==> src/rtl/tccg_ram.sv <==
`timescale 1ns / 1ps
`default_nettype none

module tccg_ram #(
    parameter int WIDTH = 32,
    parameter int DEPTH = 32
) (
    input  wire logic                     clk,
    input  wire logic                     we,
    input  wire logic [$clog2(DEPTH)-1:0] waddr,
    input  wire logic [WIDTH-1:0]         wdata,
    input  wire logic                     re,
    input  wire logic [$clog2(DEPTH)-1:0] raddr,
    output logic      [WIDTH-1:0]         rdata
);

    logic [WIDTH-1:0] mem_reg [DEPTH];
    logic [WIDTH-1:0] rdata_reg;

    always_ff @(posedge clk)
    begin
        if (we)
        begin
            mem_reg[waddr] <= wdata;
        end
        if (re)
        begin
            rdata_reg <= mem_reg[raddr];
        end
    end

    assign rdata = rdata_reg;

endmodule

`default_nettype wire

==> config.mk <==
export PLATFORM = sky130hd
export DESIGN_NAME = tccg_ram
export DESIGN_NICKNAME = d
export VERILOG_FILES = /design/src/rtl/tccg_ram.sv
export SDC_FILE = /design/constraint.sdc
export NUM_CORES = 1
export LEC_CHECK = 0
export ABC_AREA = 1
export BUFFER_PORTS_ARGS = -buffer_cell sky130_fd_sc_hd__buf_2
export CORE_MARGIN = 8
export CORE_UTILIZATION = 29
export DETAILED_ROUTE_END_ITERATION = 8
export PLACE_DENSITY = 0.52
export SETUP_SLACK_MARGIN = 0.2
export SLEW_MARGIN = 20
export SYNTH_ARGS = -nofsm -noshare
export SYNTH_HDL_FRONTEND = slang
export SYNTH_SLANG_ARGS = --single-unit
==> constraint.sdc <==
create_clock -name clk -period 6.3 [get_ports clk]
set_input_delay 1.26 -clock clk [delete_from_list [all_inputs] [get_ports clk]]
set_output_delay 1.26 -clock clk [all_outputs]
set_load 0.03 [all_outputs]
==> results of run 1 <==
[cell type report]
| class | count | area [sq um] |
|---|---|---|
| sequential | 1056 | 31700 |
| fill | 14574 | 98700 |
| inverter | 10 | 67.6 |
| antenna | 8 | 20.0 |
| tap | 1930 | 2410 |
| multi-input combinational | 2252 | 9670 |
| clock buffer | 144 | 2940 |
| timing repair buffer | 140 | 980 |
| clock inverter | 62 | 453 |
[through the flow]
step                      std cells  setup WS [ns]  hold WS (ns)  utilization
final                          5602           2.89         0.828        0.328
after global routing           5595           2.72         0.899        0.328
after CTS                      5594           2.95         0.830        0.328
after detailed placement       5388           2.22         0.818        0.305
after global placement         5384           2.25         0.804        0.304
after floorplan                3536           2.96         0.764            -
[logic make-up (layout without fill, tap and decap cells)]
logic type	count (synthesis)	count (layout)	synth area share
flops	1056	1056	0.742
buf+inv	228	356	0.0371
simple gates	2252	2252	0.221
other cells	0	8	0
[power by group]
group / internal [mW] / switching (mW) / total, mW
combinational: 0.213 / 0.699 / 0.912
clock: 3.49 / 2.74 / 6.23
sequential: 7.84 / 0.0318 / 7.87
total: 11.5 / 3.47 / 15.0
[cells in the final DEF, fill, tap and decap left out]
master	n
buf_12	4
buf_16	2
buf_2	72
buf_4	59
buf_6	1
buf_8	2
bufinv_16	5
clkbuf_1	31
clkbuf_16	113
clkinv_1	33
clkinv_2	16
clkinv_4	2
clkinv_8	2
clkinvlp_4	1
diode_2	8
edfxtp_1	1056
inv_1	5
inv_16	2
inv_2	1
inv_6	4
inv_8	1
nand2_1	1440
nand3_1	780
nor2_4	32
[worst min path at each step]
stage,startpoint,end,slack (ns)
6_report,mem_reg[24][19],rdata[19],0.83
5_1_grt,mem_reg[18][18],rdata[18],0.90
4_1_cts,mem_reg[26][0],rdata[0],0.83
3_5_place_dp,mem_reg[2][23],rdata[23],0.82
3_3_place_gp,mem_reg[26][5],rdata[5],0.80
2_1_floorplan,mem_reg[2][0],rdata[0],0.76
[critical path, cell delays in order]
cell and delay (ns):
buf_8 0.21, inv_16 0.79, buf_4 0.58, nand2_1 0.10
nand3_1 0.09, nand3_1 0.10, nand2_1 0.16, nand2_1 0.06
nand2_1 0.10, nand2_1 0.05, nand2_1 0.12
[per-layer routing]
layer	track usage	vias up	part of all wire
met3	0.0261	202	0.060
met5	0	-	0.000094
met2	0.260	832	0.48
met4	0.0402	2	0.025
met1	0.210	13561	0.43
li1	-	12455	-
==> impl_metrics.toml, run 1 <==
[clocking]
clk-insertion-delay-late_ns = 0.71
clkSinkCount = 1056
clockBufferDepth = 3
cts_resized = 0
cts_hold_buf = 0
numCtsBuffers = 112
clkTransAtPathRegs_ns = 0.06
cts_tree = "built"
cts_setup_buffers = 0
cts-root-buf = "clkbuf_16"
htree_levels = 3

[sta]
finalSetupTns_ns = 0
worst_slew_pin_slew_ns = 1.18
skew_ns = 0.0254
max_freq_mhz = 294
drv_slew = 0
hold_viol = 0
setup_viol = 0
final.period_utilization = 0.541
final.min_clock_period_ns = 3.41
relSlewSlack = 0.213
rsz0062_at_grt = "no"

[critical_path]
critPathKind = "primary input to register"
ff2ff_path_depth = 8
reg2reg_from = "mem_reg[15][2]"
worst-endpoint-arrival_ns = 3.95
critPathCaptureType = "register"
cp.required_ns = 6.85
cp-startpoint = "raddr[0]"
worst-path-max-fanout = 261
rrSetupSlack_ns = 4.82
crit_path_end = "rdata[21]"
worst_setup_path_start_kind = "primary input"
r2r-end = "rdata[2]"

[synthesis]
async_reset_ff_frac = 0
synth_fp_nets = 3581
synth_common_cells = "nand2_1, edfxtp_1, nand3_1, buf_2, buf_6"
yosysTopAreaCellShare = 0.742
yosys.cell_types.count = 13
synth_edf_count = 1056
syn_area_per_cell_sq_um = 12.1
synth_area_leaders = "edfxtp_1, nand2_1, nand3_1, buf_6, buf_2"
syn_inst = 3536
ys_ff_latch = 1056
synth_flop_cell = "edfxtp_1"
yosysMostFrequentCell = "nand2_1"
syn_area_sq_um = 42700
yosys_warnings = 0
yosys.area.top_type = "edfxtp_1"
seq_area_frac_synth = 0.742

[final_layout]
final_layout_size_suffix_gt1_frac = 0.0871
final_area_sq_um = 48300
area_delta_synth_final_pct = 12.9
largest_register_ffs = 1024
finalNetCount = 3617

[detailed_routing]
viasPerCell = 4.83
vias = 27052
ant_nets = 0
wl_um = 127000
first_pass_iters = 5
drc = 0
drt_iter0_drc = 2588
wire_per_inst_um = 22.7

[global_route]
grt_pass1_vias = 26146
antenna_found_initial = 12
grt_max_degree = 262
grt_usage = 0.155
overflow = 0
grt_pass1_wl_um = 185000

[power]
p_leak_nw = 17.2
finalPower_mw = 15.0
p_per_area_nw_per_um2 = 311
ir_drop_mv = 0.235

[die]
rows = 141
start_util = 0.291
die_h_um = 400
die_width_um = 400
core_sq_um = 147000
dieArea_sq_um = 160000
ios = 77

[outcome]
status = "finished clean"

[placement]
io_buffer_count = 76
place_congestion = 0.755
placed_cell_area_sq_um = 44800
hpwl_um = 64500

[worst_hold_path]
hp-class = "register to register"
hold_path_depth = 8

[flow_run]
maxCapViolCount = 0
Power figures use the tool's default switching activity.
==> run 2: changes to the inputs <==
--- a/config.mk
+++ b/config.mk
@@ -10,7 +10,7 @@
 export CORE_MARGIN = 8
 export CORE_UTILIZATION = 29
 export DETAILED_ROUTE_END_ITERATION = 8
-export PLACE_DENSITY = 0.52
+export PLACE_DENSITY = 0.53
 export SETUP_SLACK_MARGIN = 0.2
 export SLEW_MARGIN = 20
 export SYNTH_ARGS = -nofsm -noshare
==> constraint.sdc (replaced) <==
create_clock -name clk -period 2.8 [get_ports clk]
set_input_delay 0.56 -clock clk [delete_from_list [all_inputs] [get_ports clk]]
set_output_delay 0.56 -clock clk [all_outputs]
set_load 0.03 [all_outputs]
==> impl_metrics.toml, run 2 (synthesis gave the netlist of run 1 again) <==
[outcome]
status = "finished clean"

[critical_path]
worst-path-max-fanout = 1
critPathKind = "register to primary output"
reg2reg_from = "mem_reg[21][25]"
cp-startpoint = "rdata[16]"
r2r-end = "rdata[25]"
cp.required_ns = 2.24
cp_slowest_stage_delay_ns = 0.54
crit_slowest_cell = "edfxtp_1"
path_buf_inv = 1
critPathCaptureType = "primary output"
ff2ff_path_depth = 8
path_cells = "buf_2"
worst-endpoint-arrival_ns = 1.50
rrSetupSlack_ns = 1.53
path_depth = 1
cp_top_family = "flip-flops"
worst_setup_path_start_kind = "register"

[clocking]
clkTransAtPathRegs_ns = 0.06
cts-root-buf = "clkbuf_16"
clk-insertion-delay-late_ns = 0.69
cts_hold_buf = 0
clockBufferDepth = 3
numCtsBuffers = 108
clkSinkCount = 1056
cts_setup_buffers = 0
cts_tree = "built"
cts_resized = 0
htree_levels = 3

[sta]
skew_ns = 0.0302
relSlewSlack = 0.393
setup_viol = 0
worst_slew_pin_slew_ns = 0.910
max_freq_mhz = 486
rsz0062_at_grt = "no"
setup_ws_ns = 0.743
final.min_clock_period_ns = 2.06
final.period_utilization = 0.735
drv_slew = 0
finalSetupTns_ns = 0
hold_viol = 0

[worst_hold_path]
holdPathEnd = "mem_reg[17][7]"
hold_path_depth = 1
worstHoldStart = "wdata[7]"
hp-class = "primary input to register"

[final_layout]
regArea_sq_um = 31700
largest_register_ffs = 1024
instances_no_fill = 5643
finalNetCount = 3669
layout_common_cells = "nand2_1, edfxtp_1, nand3_1, clkbuf_16, buf_2"
fillCellCount = 14475
final_common_cell = "nand2_1"
area_delta_synth_final_pct = 15.0
multi_input_area_sq_um = 9670
final_layout_size_suffix_gt1_frac = 0.100

[die]
die_h_um = 400
die_width_um = 400
dieArea_sq_um = 160000
rows = 141
start_util = 0.291
ios = 77
core_sq_um = 147000

[flow_run]
maxCapViolCount = 0

[detailed_routing]
wl_um = 124000
wire_per_inst_um = 21.9
ant_nets = 0
viasPerCell = 4.81
drc = 0
vias = 27136
drt_iter0_drc = 2680
first_pass_iters = 6

[placement]
hpwl_um = 63600
place_congestion = 0.740
pre_cts_slack_ns = 0.462
dp_cells = 5444
io_buffer_count = 76

[power]
p_leak_nw = 17.6
p_per_area_nw_per_um2 = 679
ir_drop_mv = 0.527
finalPower_mw = 33.4

[global_route]
overflow = 0
grt_usage = 0.152
grt_pass1_wl_um = 181000
grt_max_degree = 145
grt_pass1_vias = 25993
antenna_found_initial = 15
==> run 2: area by class of cell <==
class	count	area share
inverter	10	0.00137
sequential	1056	0.645
antenna	9	0.000458
timing repair buffer	196	0.0409
multi-input combinational	2252	0.197
tap	1930	0.0491
clock inverter	57	0.00866
clock buffer	133	0.0573
==> run 2: routing by layer <==
metal,track usage,vias up,part of all wire
met1,0.201,13530,0.42
met4,0.0471,2,0.029
met2,0.254,853,0.48
li1,-,12569,-
met3,0.0276,182,0.065
met5,0,-,0.00011
==> run 2: how the worst max path moves through the flow <==
stage,endpoint,slack (ns)
after floorplan,mem_reg[8][0],0.16
after global placement,rdata[11],0.47
after detailed placement,rdata[11],0.46
after CTS,rdata[25],0.64
after global routing,rdata[25],0.67
final,rdata[16],0.74
==> run 2: power by group <==
part	leakage [nW]	internal [mW]	switching (mW)
clock network	1.58	7.55	5.97
registers	9.55	17.6	0.0814
logic	6.43	0.565	1.55
total	17.6	25.8	7.60
==> run 2: per-stage QoR <==
step	hold WS, ns	util	instance area [sq um]
after floorplan	0.659	-	42700
after global placement	0.803	0.312	45900
after detailed placement	0.807	0.312	45900
after CTS	0.330	0.334	49100
after global routing	0.380	0.334	49100
final	0.380	0.334	49100
